==> src/hw/rtl/in_place_shuffle_unit_macros.svh <==
// assertion macros for the in-place shuffle unit
`ifndef IN_PLACE_SHUFFLE_UNIT_MACROS_SVH
`define IN_PLACE_SHUFFLE_UNIT_MACROS_SVH

`ifndef SYNTHESIS

// property must hold at every rising clock edge outside reset
`define IPS_ASSERT(lbl, clk, rst_n, prop) \
	lbl: assert property (@(posedge clk) disable iff (!rst_n) prop) \
		else $error("ips assertion failed");

// condition must never be true outside reset
`define IPS_ASSERT_NEVER(lbl, clk, rst_n, cond) \
	lbl: assert property (@(posedge clk) disable iff (!rst_n) !(cond)) \
		else $error("ips forbidden condition seen");

`else

`define IPS_ASSERT(lbl, clk, rst_n, prop)
`define IPS_ASSERT_NEVER(lbl, clk, rst_n, cond)

`endif

`endif

==> src/hw/rtl/ips_pkg.sv <==
// types and constants shared by the in-place shuffle unit
package ips_pkg;

	localparam int WORD_W    = 32;
	localparam int DIV_CNT_W = 6;

	typedef struct packed {
		logic signed [WORD_W-1:0] key_value;
		logic [WORD_W-1:0]        random_word;
		logic                     last_key;
	} ips_in_t;

	typedef struct packed {
		logic signed [WORD_W-1:0] shuffled_key;
		logic                     last_out;
		logic                     truncated;
	} ips_out_t;

	typedef struct packed {
		logic store;
		logic rd_word;
		logic div_load;
		logic rd_keys;
		logic wr_i;
		logic wr_j;
		logic emit;
		logic idx_inc;
		logic idx_clr;
		logic close;
	} ips_cmd_t;

	typedef struct packed {
		logic empty;
		logic div_done;
		logic last_step;
		logic emit_last;
	} ips_sts_t;

endpackage

==> src/hw/rtl/ips_mod.sv <==
// bit-serial restoring modulo unit, one dividend bit per cycle
`include "in_place_shuffle_unit_macros.svh"

module ips_mod #(
	parameter int AW = 6,
	parameter int CW = 7
) (
	input  logic                       clk,
	input  logic                       arst_n,
	input  logic                       load,
	input  logic [ips_pkg::WORD_W-1:0] dividend,
	input  logic [CW-1:0]              divisor,
	output logic [AW-1:0]              rem,
	output logic                       done
);
	import ips_pkg::*;

	logic                 run_q;
	logic [DIV_CNT_W-1:0] cnt_q;
	logic [WORD_W-1:0]    shreg_q;
	logic [AW-1:0]        rem_q;
	logic [CW-1:0]        div_q;
	logic [AW:0]          trial;
	logic [AW:0]          div_ext;
	logic                 fits;

	assign trial   = {rem_q, shreg_q[WORD_W-1]};
	assign div_ext = (AW+1)'(div_q);
	assign fits    = trial >= div_ext;
	assign rem     = rem_q;
	assign done    = run_q && (cnt_q == DIV_CNT_W'(1));

	always_ff @(posedge clk or negedge arst_n) begin
		if (!arst_n) begin
			run_q <= 1'b0;
			cnt_q <= '0;
		end else if (load) begin
			run_q <= 1'b1;
			cnt_q <= DIV_CNT_W'(WORD_W);
		end else if (run_q) begin
			cnt_q <= cnt_q - DIV_CNT_W'(1);
			if (cnt_q == DIV_CNT_W'(1)) begin
				run_q <= 1'b0;
			end
		end
	end

	always_ff @(posedge clk) begin
		if (load) begin
			shreg_q <= dividend;
			rem_q   <= '0;
			div_q   <= divisor;
		end else if (run_q) begin
			shreg_q <= {shreg_q[WORD_W-2:0], 1'b0};
			if (fits) begin
				rem_q <= AW'(trial - div_ext);
			end else begin
				rem_q <= trial[AW-1:0];
			end
		end
	end

	// remainder left behind must lie below the divisor
	`IPS_ASSERT(a_rem_below_div, clk, arst_n, done |=> ((AW+1)'(rem_q) < div_ext))

endmodule

==> src/hw/rtl/ips_dp.sv <==
// shuffle datapath: key and word stores, counters, modulo unit, result register
`include "in_place_shuffle_unit_macros.svh"

module ips_dp #(
	parameter int MAX_KEYS = 64,
	parameter int AW = 6,
	parameter int CW = 7
) (
	input  logic               clk,
	input  logic               arst_n,
	input  ips_pkg::ips_cmd_t  cmd,
	input  ips_pkg::ips_in_t   in_item,
	output ips_pkg::ips_sts_t  sts,
	output logic               result_valid,
	output ips_pkg::ips_out_t  result
);
	import ips_pkg::*;

	logic [WORD_W-1:0] key_mem [MAX_KEYS];
	logic [WORD_W-1:0] word_mem [MAX_KEYS];

	logic [CW-1:0]     fill_q;
	logic              ovf_q;
	logic [AW-1:0]     idx_q;
	logic [AW-1:0]     j_q;
	logic [WORD_W-1:0] wrd_q;
	logic [WORD_W-1:0] rda_q;
	logic [WORD_W-1:0] rdb_q;
	logic              emit_s1;
	logic              last_s1;
	logic              trunc_s1;

	logic              full;
	logic [CW-1:0]     span;
	logic [AW-1:0]     mod_rem;
	logic              mod_done;
	logic [AW-1:0]     j_addr;
	logic              wr_en;
	logic [AW-1:0]     wr_addr;
	logic [WORD_W-1:0] wr_data;

	assign full   = fill_q == CW'(MAX_KEYS);
	assign span   = fill_q - CW'(idx_q);
	assign j_addr = idx_q + mod_rem;

	assign sts.empty     = fill_q == '0;
	assign sts.div_done  = mod_done;
	assign sts.last_step = ((CW+1)'(idx_q) + (CW+1)'(2)) == (CW+1)'(fill_q);
	assign sts.emit_last = (CW'(idx_q) + CW'(1)) == fill_q;

	ips_mod #(
		.AW(AW),
		.CW(CW)
	) u_mod (
		.clk      (clk),
		.arst_n   (arst_n),
		.load     (cmd.div_load),
		.dividend (wrd_q),
		.divisor  (span),
		.rem      (mod_rem),
		.done     (mod_done)
	);

	// single write port on the key store
	always_comb begin
		wr_en   = 1'b0;
		wr_addr = fill_q[AW-1:0];
		wr_data = in_item.key_value;
		if (cmd.store && !full) begin
			wr_en = 1'b1;
		end else if (cmd.wr_i) begin
			wr_en   = 1'b1;
			wr_addr = idx_q;
			wr_data = rdb_q;
		end else if (cmd.wr_j) begin
			wr_en   = 1'b1;
			wr_addr = j_q;
			wr_data = rda_q;
		end
	end

	always_ff @(posedge clk) begin
		if (wr_en) begin
			key_mem[wr_addr] <= wr_data;
		end
		if (cmd.store && !full) begin
			word_mem[fill_q[AW-1:0]] <= in_item.random_word;
		end
		if (cmd.rd_word) begin
			wrd_q <= word_mem[idx_q];
		end
		if (cmd.rd_keys || cmd.emit) begin
			rda_q <= key_mem[idx_q];
		end
		if (cmd.rd_keys) begin
			rdb_q <= key_mem[j_addr];
			j_q   <= j_addr;
		end
		if (cmd.emit) begin
			last_s1  <= sts.emit_last;
			trunc_s1 <= ovf_q;
		end
	end

	always_ff @(posedge clk or negedge arst_n) begin
		if (!arst_n) begin
			fill_q  <= '0;
			ovf_q   <= 1'b0;
			idx_q   <= '0;
			emit_s1 <= 1'b0;
		end else begin
			emit_s1 <= cmd.emit;
			if (cmd.close) begin
				fill_q <= '0;
				ovf_q  <= 1'b0;
				idx_q  <= '0;
			end else begin
				if (cmd.store) begin
					if (full) begin
						ovf_q <= 1'b1;
					end else begin
						fill_q <= fill_q + CW'(1);
					end
				end
				if (cmd.idx_clr) begin
					idx_q <= '0;
				end else if (cmd.idx_inc) begin
					idx_q <= idx_q + AW'(1);
				end
			end
		end
	end

	assign result_valid        = emit_s1;
	assign result.shuffled_key = rda_q;
	assign result.last_out     = last_s1;
	assign result.truncated    = trunc_s1;

	// the fill count never passes capacity
	`IPS_ASSERT_NEVER(a_fill_range, clk, arst_n, fill_q > CW'(MAX_KEYS))
	// a final result is never followed straight away by another result
	`IPS_ASSERT(a_last_ends_burst, clk, arst_n, (emit_s1 && last_s1) |=> !emit_s1)

endmodule

==> src/hw/rtl/ips_ctrl.sv <==
// shuffle controller: load, per-position shuffle sequence, emit
`include "in_place_shuffle_unit_macros.svh"

module ips_ctrl (
	input  logic              clk,
	input  logic              arst_n,
	input  logic              start,
	input  logic              last_key,
	input  ips_pkg::ips_sts_t sts,
	output ips_pkg::ips_cmd_t cmd,
	output logic              busy
);
	import ips_pkg::*;

	typedef enum logic [2:0] {
		ST_IDLE,
		ST_RD_WORD,
		ST_DIV_LOAD,
		ST_DIV,
		ST_RD_KEYS,
		ST_WR_I,
		ST_WR_J,
		ST_EMIT
	} state_t;

	state_t state_q;
	logic   busy_q;

	assign busy = busy_q;

	always_comb begin
		cmd          = '0;
		cmd.store    = (state_q == ST_IDLE) && start;
		cmd.rd_word  = state_q == ST_RD_WORD;
		cmd.div_load = state_q == ST_DIV_LOAD;
		cmd.rd_keys  = state_q == ST_RD_KEYS;
		cmd.wr_i     = state_q == ST_WR_I;
		cmd.wr_j     = state_q == ST_WR_J;
		cmd.emit     = state_q == ST_EMIT;
		case (state_q)
			ST_WR_J: begin
				cmd.idx_clr = sts.last_step;
				cmd.idx_inc = !sts.last_step;
			end
			ST_EMIT: begin
				cmd.close   = sts.emit_last;
				cmd.idx_inc = !sts.emit_last;
			end
			default: begin
			end
		endcase
	end

	always_ff @(posedge clk or negedge arst_n) begin
		if (!arst_n) begin
			state_q <= ST_IDLE;
			busy_q  <= 1'b0;
		end else begin
			case (state_q)
				ST_IDLE: begin
					if (start && last_key) begin
						state_q <= sts.empty ? ST_EMIT : ST_RD_WORD;
						busy_q  <= 1'b1;
					end
				end
				ST_RD_WORD:  state_q <= ST_DIV_LOAD;
				ST_DIV_LOAD: state_q <= ST_DIV;
				ST_DIV: begin
					if (sts.div_done) begin
						state_q <= ST_RD_KEYS;
					end
				end
				ST_RD_KEYS:  state_q <= ST_WR_I;
				ST_WR_I:     state_q <= ST_WR_J;
				ST_WR_J: begin
					state_q <= sts.last_step ? ST_EMIT : ST_RD_WORD;
				end
				ST_EMIT: begin
					if (sts.emit_last) begin
						state_q <= ST_IDLE;
						busy_q  <= 1'b0;
					end
				end
				default: begin
					state_q <= ST_IDLE;
					busy_q  <= 1'b0;
				end
			endcase
		end
	end

	// busy tracks every state except idle
	`IPS_ASSERT(a_busy_state, clk, arst_n, busy_q == (state_q != ST_IDLE))
	// a closing transaction always makes the unit busy
	`IPS_ASSERT(a_close_busy, clk, arst_n, (start && !busy_q && last_key) |=> busy_q)

endmodule

==> src/hw/rtl/in_place_shuffle_unit.sv <==
// top level of the in-place shuffle unit (fisher-yates over a stored key set)
//
// channel  | handshake             | payload  | direction
// ---------+-----------------------+----------+----------
// input    | start high, busy low  | in_item  | in
// result   | result_valid strobe   | result   | out
//
// loading accepts a transaction whenever start is high while busy is low; busy stays
//   low until a transaction carrying last_key closes the set
// shuffling steps through each position i from 0 to len-2: word read, modulo
//   load, the bit-serial modulo unit, key reads, two key writes
//   through the single key store write port
// emitting then gives one result per cycle, len results, the last one marked
// reset clears the fill count, overflow flag, index, result strobe and controller only; the
//   stores need no clearing pass since only entries of the open set are read
// results cannot be stalled: each is on the ports for exactly one cycle
module in_place_shuffle_unit #(
	parameter int MAX_KEYS = 64
) (
	input  logic              clk,
	input  logic              arst_n,
	input  logic              start,
	output logic              busy,
	input  ips_pkg::ips_in_t  in_item,
	output logic              result_valid,
	output ips_pkg::ips_out_t result
);
	import ips_pkg::*;

	// index width for the stores, count width for fill level and span
	localparam int AW = $clog2(MAX_KEYS);
	localparam int CW = $clog2(MAX_KEYS + 1);

	ips_cmd_t cmd;
	ips_sts_t sts;

	// controller: sequences load, per-position shuffle and emit
	ips_ctrl u_ctrl (
		.clk      (clk),
		.arst_n   (arst_n),
		.start    (start),
		.last_key (in_item.last_key),
		.sts      (sts),
		.cmd      (cmd),
		.busy     (busy)
	);

	// datapath: key and word stores, modulo unit, swap and result registers
	ips_dp #(
		.MAX_KEYS (MAX_KEYS),
		.AW       (AW),
		.CW       (CW)
	) u_dp (
		.clk          (clk),
		.arst_n       (arst_n),
		.cmd          (cmd),
		.in_item      (in_item),
		.sts          (sts),
		.result_valid (result_valid),
		.result       (result)
	);

endmodule
==> config.mk <==
export PLATFORM = sky130hd
export DESIGN_NAME = in_place_shuffle_unit
export DESIGN_NICKNAME = d
export VERILOG_FILES = /design/src/hw/rtl/ips_pkg.sv /design/src/hw/rtl/ips_mod.sv /design/src/hw/rtl/ips_dp.sv /design/src/hw/rtl/ips_ctrl.sv /design/src/hw/rtl/in_place_shuffle_unit.sv
export VERILOG_INCLUDE_DIRS = /design/src /design/src/hw/rtl
export SDC_FILE = /design/constraint.sdc
export NUM_CORES = 2
export LEC_CHECK = 0
export ABC_CLOCK_PERIOD_IN_PS = 7380
export BUFFER_PORTS_ARGS = -buffer_cell sky130_fd_sc_hd__buf_2
export CORE_MARGIN = 2
export CORE_UTILIZATION = 45
export DETAILED_ROUTE_END_ITERATION = 6
export SLEW_MARGIN = 10
export SYNTH_ARGS = -nofsm -noshare
export SYNTH_HDL_FRONTEND = slang
export SYNTH_SLANG_ARGS = --single-unit
==> constraint.sdc <==
create_clock -name clk -period 7.38 [get_ports clk]
set_input_delay 0 -clock clk [delete_from_list [all_inputs] [get_ports clk]]
set_output_delay 0 -clock clk [all_outputs]
set_load 0.01 [all_outputs]
* After elaboration in Yosys (flattened, before gate mapping)
Memories as Yosys holds them, arrays and structs flattened. A register that Yosys moved wholly into a read port is not among the register bits.
Cells that the tools add are included.
** Word-level totals
- Flip-flop bits (word level) :: 79
- Memory bits (writable) :: 4096
- Memories kept :: 2
- Input bits :: 68
** Memories
- u_dp.key_mem :: depth 64, bits a word 32, read ports 2, clocked after Yosys merged registers in 2, wr ports 1, line ips_dp.sv:19 : logic [WORD_W-1:0] key_mem [MAX_KEYS];
- u_dp.word_mem :: depth 64, bits a word 32, read ports 1, clocked after Yosys merged registers in 1, wr ports 1, line ips_dp.sv:20 : logic [WORD_W-1:0] word_mem [MAX_KEYS];
** Operators by class
- Reductions and logical operators :: 19
- Multiplexer cells :: 42
- $add $sub $neg :: 8
- Eq/ne operators :: 15
- Magnitude comparators :: 1
** Operator list (count)
- two-way mux 32 bit :: 5
- two-way mux 6 bit :: 9
- one-hot mux 3 bit (8 select lines) :: 1
- two-way mux 7 bit :: 3
- two-way mux 1 bit :: 17
- two-way mux 3 bit :: 5
- == test 3 bit, second input constant :: 4
- == test 8 x 7 -> 1 bit :: 1
- nonzero test 2 bit :: 4
- adder 6 x 1 -> 7 bit, second input constant :: 1
- adder 6 x 2 -> 7 bit, second input constant :: 1
- adder 7 x 1 -> 7 bit, second input constant :: 1
- == test 7 bit :: 1
- == test 7 bit, second input constant :: 1
- greater-or-equal comparator 7 bit :: 1
- zero test 7 bit :: 1
- subtractor 7 x 6 -> 7 bit :: 1
- adder 6 x 1 -> 6 bit, second input constant :: 1
- adder 6 bit :: 1
- == test 3 x 2 -> 1 bit, second input constant :: 2
- == test 6 x 1 -> 1 bit, second input constant :: 1
- inequality test 2 bit, second input constant :: 3
- AND reduction 3 bit :: 2
- subtractor 6 x 1 -> 6 bit, second input constant :: 1
- 10 further kinds :: 17

* Longest topological paths before layout
- Depth in word-level cells :: 7
- Mapped depth :: 12
- Depth with buffers taken out :: 9

* Cells and area by module
From an unflattened synthesis, not the netlist that was laid out.
** Unflattened totals
- Cells, all modules :: 8903
- Area, all modules :: 181734.3 um^2
** Modules (own cells, without submodules)
- ips_dp :: seq. area each 126496.3 um^2, instances 1, area each 178900.3 um^2, cells an instance 8675
- ips_mod :: seq. area each 1466.4 um^2, instances 1, area each 2489.9 um^2, cells an instance 187
- ips_ctrl :: seq. area each 100.1 um^2, instances 1, area each 344.1 um^2, cells an instance 41

* Worst setup path before layout
Ideal clock, no wire load.
- Path kind :: register -> register
- Start :: register u_ctrl.state_q[2]
- End :: register u_dp.rda_q[0] (read register of u_dp.key_mem), enable pin
- Cell stages (with the launch flop) :: 5
- Clock period less this slack :: 5213 ps
- Setup time :: 394 ps
- Slack :: 2167 ps
- Arrival time :: 4819 ps
- Cells stage by stage :: dfrtp_1 -> clkbuf_1 -> clkbuf_1 -> nor3b_1 -> nand2b_1
** Between the ends
- Cells in the longest elaborated chain, start to end :: 2
** RTL lines
- start, declared :: line ips_ctrl.sv:26 : state_t state_q;
- start signal, assigned :: line ips_ctrl.sv:62 : state_q <= sts.empty ? ST_EMIT : ST_RD_WORD;
- start signal, assigned :: line ips_ctrl.sv:76 : state_q <= sts.last_step ? ST_EMIT : ST_RD_WORD;
- == test 3 bit (on tied branches) :: line ips_ctrl.sv:36, ips_ctrl.sv:39
- logical OR 1 bit (*) :: line ips_dp.sv:92 : if (cmd.rd_keys || cmd.emit) begin
- end, declared :: line ips_dp.sv:27 : logic [WORD_W-1:0] rda_q;
Mark *: on every way between the ends. The rest lies on a longest branch, timed or not.
A chain may end at the register's enable or synchronous reset.

* Worst setup path in the final report
- Start :: register u_dp.idx_q[0]
- End :: register u_dp.rdb_q[1] (read register of u_dp.key_mem) (data pin)
** Between the ends
- Cells in the longest elaborated chain, start to end :: 1
** RTL lines
- start, declared :: line ips_dp.sv:24 : logic [AW-1:0] idx_q;
- start signal, assigned :: line ips_dp.sv:128 : idx_q <= idx_q + AW'(1);
- adder 6 bit :: line ips_dp.sv:44 : assign j_addr = idx_q + mod_rem;
- named net u_dp.j_addr[1] :: line ips_dp.sv:37 : logic [AW-1:0] j_addr;
- end, declared :: line ips_dp.sv:28 : logic [WORD_W-1:0] rdb_q;
The timed path passes the listed nets, and every way through them passes these cells.

==> impl_metrics.csv <==
group,metric,value,unit
sta,max-slew-margin-rel,9.66,%
route,vias_per_cell,6.53,
cts,clkTransAtPathRegs,0.06,ns
pwr,p_sw,9670,uW
layout,syn2layout_area_growth,12.4,%
route,routed_wl,533,mm
pwr,combPwrFrac,0.9,%
layout,design_area,204000,sq um
die,coreArea,402000,sq um
logic_synthesis,synthTopCellsByArea,"edfxtp_1 (70%), mux4_2 (17%), mux2i_1 (4.6%), o221ai_1 (0.98%), a21oi_1 (0.74%)",
logic_synthesis,ys_async_sr_fraction,0.609,%
cts,cts_resized,0,
logic_synthesis,synthesis.nets,9104,
worst_setup_path,worstSetupEndpointType,"flip-flop",
sta,clock_skew,0.0444,ns
pwr,p_leak,0.0616,uW
cts,cts_setup_buffers,0,
logic_synthesis,synth_top_family_by_area,"multiplexers",
sta,rsz0062_at_grt,"false",
die,floorplan.initialDensity,45.1,%
worst_setup_path,critPathRequiredTime,8.06,ns
sta,setup_viol,0,
route,drc,0,
worst_setup_path,crit_type,"reg -> reg",
die,io_pins,104,
placement,gp_congestion,0.805,
pwr,vdd_drop_max,0.192,mV
route,drt-pass1-iter-count,6,
run_status,status,"finished, final reports clean",
worst_setup_path,critical_path_arrival,5.78,ns
pwr,netSwitchingFraction,19.9,%
pwr,clockPowerShare,44.2,%
worst_setup_path,r2r_cells,8,
layout,layout_common_cells,"edfxtp_1 (4239), mux4_2 (1348), mux2i_1 (842)",
logic_synthesis,ys_warn_count,0,
pwr,p_per_area,238,nW/um^2
hold_path,hold_class,"in -> reg",
logic_synthesis,synth_compound_area_share,3.35,%
logic_synthesis,ys_seq_area_share,70.6,%
worst_setup_path,cp_max_fo,60,
layout,nFillCells,31600,
global_routing,grt_max_degree,137,
logic_synthesis,synth_edf_count,4239,
sta,worst_pin_slew,1.35,ns
route,vias,97500,
route,postRouteAntennaNets,0,
placement,placed_area,189000,sq um
sta,finalSetupTns,0,ns
worst_setup_path,r2r-start,"u_dp.idx_q[0]$_DFFE_PN0P_",
global_routing,grt.total_usage,25.8,%
die,fp.dieH,639,um
sta,fmax,196,MHz
pwr,p_seq_share,54.9,%
sta,fin_crit,5.11,ns
sta,finalHoldViolations,0,
job,cap_viol_max_count,0,
layout,nets,9379,
hold_path,hp-start,"in_item[60]",
logic_synthesis,syn-instance-count,9009,
sta,min_period_over_period,69.2,%
logic_synthesis,synth_top_area_cell,"edfxtp_1",
global_routing,antenna_found_initial,11,
sta,maxSlewViolCount,0,
logic_synthesis,ys_types,68,
worst_setup_path,r2r_slack,2.27,ns
global_routing,grt_pass1_wl,748,mm
logic_synthesis,syn_avg_cell_area,20.1,sq um
hold_path,hold-path-cell-count,3,
cts,cts_hold_buf,60,
logic_synthesis,synth_fa_ha_area_share,0.199,%
die,fp.dieW,639,um
route,drtIter0Drc,12800,
placement,port_buffers,103,
logic_synthesis,yosysTopAreaCellShare,70.2,%
placement,place_hpwl,290,mm
cts,cts_made_buffers,428,
layout,drive_gt1_share,27.6,%
cts,cts_buffer_depth,4,
cts,cts_max_level,5,
cts,clkLatencyLatePin,1.00,ns
cts,clock-sinks,4271,
route,wl_per_cell,35.7,um
die,fp.dieArea,408000,sq um
worst_setup_path,start_kind,"flip-flop",
worst_setup_path,r2r_end,"u_dp.rdb_q[1]$_DFFE_PP_",
global_routing,overflow,0,
global_routing,grt_pass1_vias,98800,
cts,cts_tree,"built",
pwr,intPower,38900,uW
die,placementRows,233,
logic_synthesis,synth_simple_gate_area_share,1.78,%
logic_synthesis,synth.area.mux_share,22.1,%
logic_synthesis,synthFlopType,"edfxtp_1",
logic_synthesis,synth_area,181000,sq um
cts,cts-root-buf,"clkbuf_16",
logic_synthesis,synth_xor_area_share,0.154,%
layout,final_common_cell,"edfxtp_1",
logic_synthesis,ys_ff_latch,4271,
hold_path,hold_end,"u_dp.key_mem[0][27]$_DFFE_PP_",
==> synth_stat cells (9+ instances only) <==
cell,instances
and3_1,30
buf_2,187
buf_6,47
a31oi_1,32
a2111oi_0,14
a21oi_1,268
o21ai_1,61
clkbuf_1,245
mux2i_1,842
xor2_1,16
o21ai_0,200
o22ai_1,88
buf_4,76
mux2_2,110
edfxtp_1,4239
nor2_1,315
o221ai_1,203
nand3_1,51
nor2b_1,9
nand2b_1,13
mux4_2,1348
xnor2_1,16
buf_1,59
nor3_1,27
nand2_1,282
ha_1,24
dfrtp_1,26
a22oi_1,32
a221oi_1,27
inv_1,29
==> kinds of logic (layout without fill, tap and decap cells) <==
family,count (synthesis),after routing
flip-flops,4271,4271
multiplexers,2302,2302
AO/OA/AOI/OAI,962,962
AND/OR/NAND/NOR,763,763
buffers and inverters,652,1277
XOR/XNOR,32,32
adder cells (fa/ha/maj),27,27
other,0,4
==> cell type report <==
class	count	area [sq um]	area share, %
clock buffers	531	11400	5.58
inverters	32	133	0.0650
flip-flops and latches	4271	128000	62.8
clock inverters	249	2230	1.09
diodes	4	10.0	0.00491
well taps	5287	6620	3.24
repair buffers	465	4180	2.05
multi-input cells	4086	51300	25.2
==> flip-flops by register name (all words and copies together), names as in the netlist, 3 cells and up <==
name                count
u_dp.idx_q              6
u_dp.wrd_q             32
u_ctrl.state_q          3
u_dp.u_mod.rem          6
u_dp.u_mod.cnt_q        6
u_dp.j_q                6
u_dp.fill_q             7
u_dp.u_mod.div_ext      7
u_dp.u_mod.shreg_q     32
u_dp.word_mem        2048
u_dp.rda_q             32
u_dp.rdb_q             32
u_dp.key_mem         2048
==> per-stage QoR <==
step | utilization, % | total power (uW) | hold slack, ns | setup slack [ns] | std cells
2_1_floorplan | - | 27300 | -0.296 | 2.17 | 9009
3_3_place_gp | 47.1 | 27500 | 0.0911 | 1.48 | 14100
3_5_place_dp | 47.1 | 27600 | 0.110 | 2.33 | 14100
4_1_cts | 50.6 | 48800 | 0.00822 | 2.32 | 14900
5_1_grt | 50.7 | 49700 | 0.00781 | 2.11 | 14900
6_report | 50.7 | 48600 | 0.0314 | 2.27 | 14900
==> critical path, stage by stage (launching register included) <==
cell and delay, ns:
dfrtp_4 0.70, ha_4 0.27, fa_4 1.59, buf_4 0.63, mux4_2 0.40, mux2i_1 0.19, mux2i_1 0.11, a22oi_1 0.53
o221ai_1 0.23
==> how the worst max path moves through the flow <==
stage	from	to	cells after the start
2_1_floorplan	u_ctrl.state_q[2]$_DFFE_PN0P_	u_dp.rda_q[0]$_DFFE_PP_	4
3_3_place_gp	u_dp.idx_q[1]$_DFFE_PN0P_	u_dp.rda_q[29]$_DFFE_PP_	7
3_5_place_dp	u_dp.idx_q[0]$_DFFE_PN0P_	u_dp.rdb_q[0]$_DFFE_PP_	8
4_1_cts	u_dp.idx_q[0]$_DFFE_PN0P_	u_dp.rdb_q[12]$_DFFE_PP_	8
5_1_grt	u_dp.idx_q[0]$_DFFE_PN0P_	u_dp.rda_q[26]$_DFFE_PP_	8
6_report	u_dp.idx_q[0]$_DFFE_PN0P_	u_dp.rdb_q[1]$_DFFE_PP_	8
==> layer usage <==
metal / track usage [%] / part of all wire, % / vias to the layer above
met5: 0 / 0 / -
met4: 7.88 / 3.3 / 0
met3: 4.32 / 8.9 / 857
met2: 40.5 / 47 / 5016
met1: 37.2 / 41 / 53000
li1: - / - / 38700
==> power groups by stage <==
stage	registers (uW)	clock network, uW	logic (uW)
6_report	26600	21500	441
5_1_grt	26600	22600	481
4_1_cts	26600	21700	420
3_5_place_dp	27200	0	392
3_3_place_gp	27200	0	359
2_1_floorplan	27200	0	90.4
No activity file was read; power rests on OpenSTA's default activity.
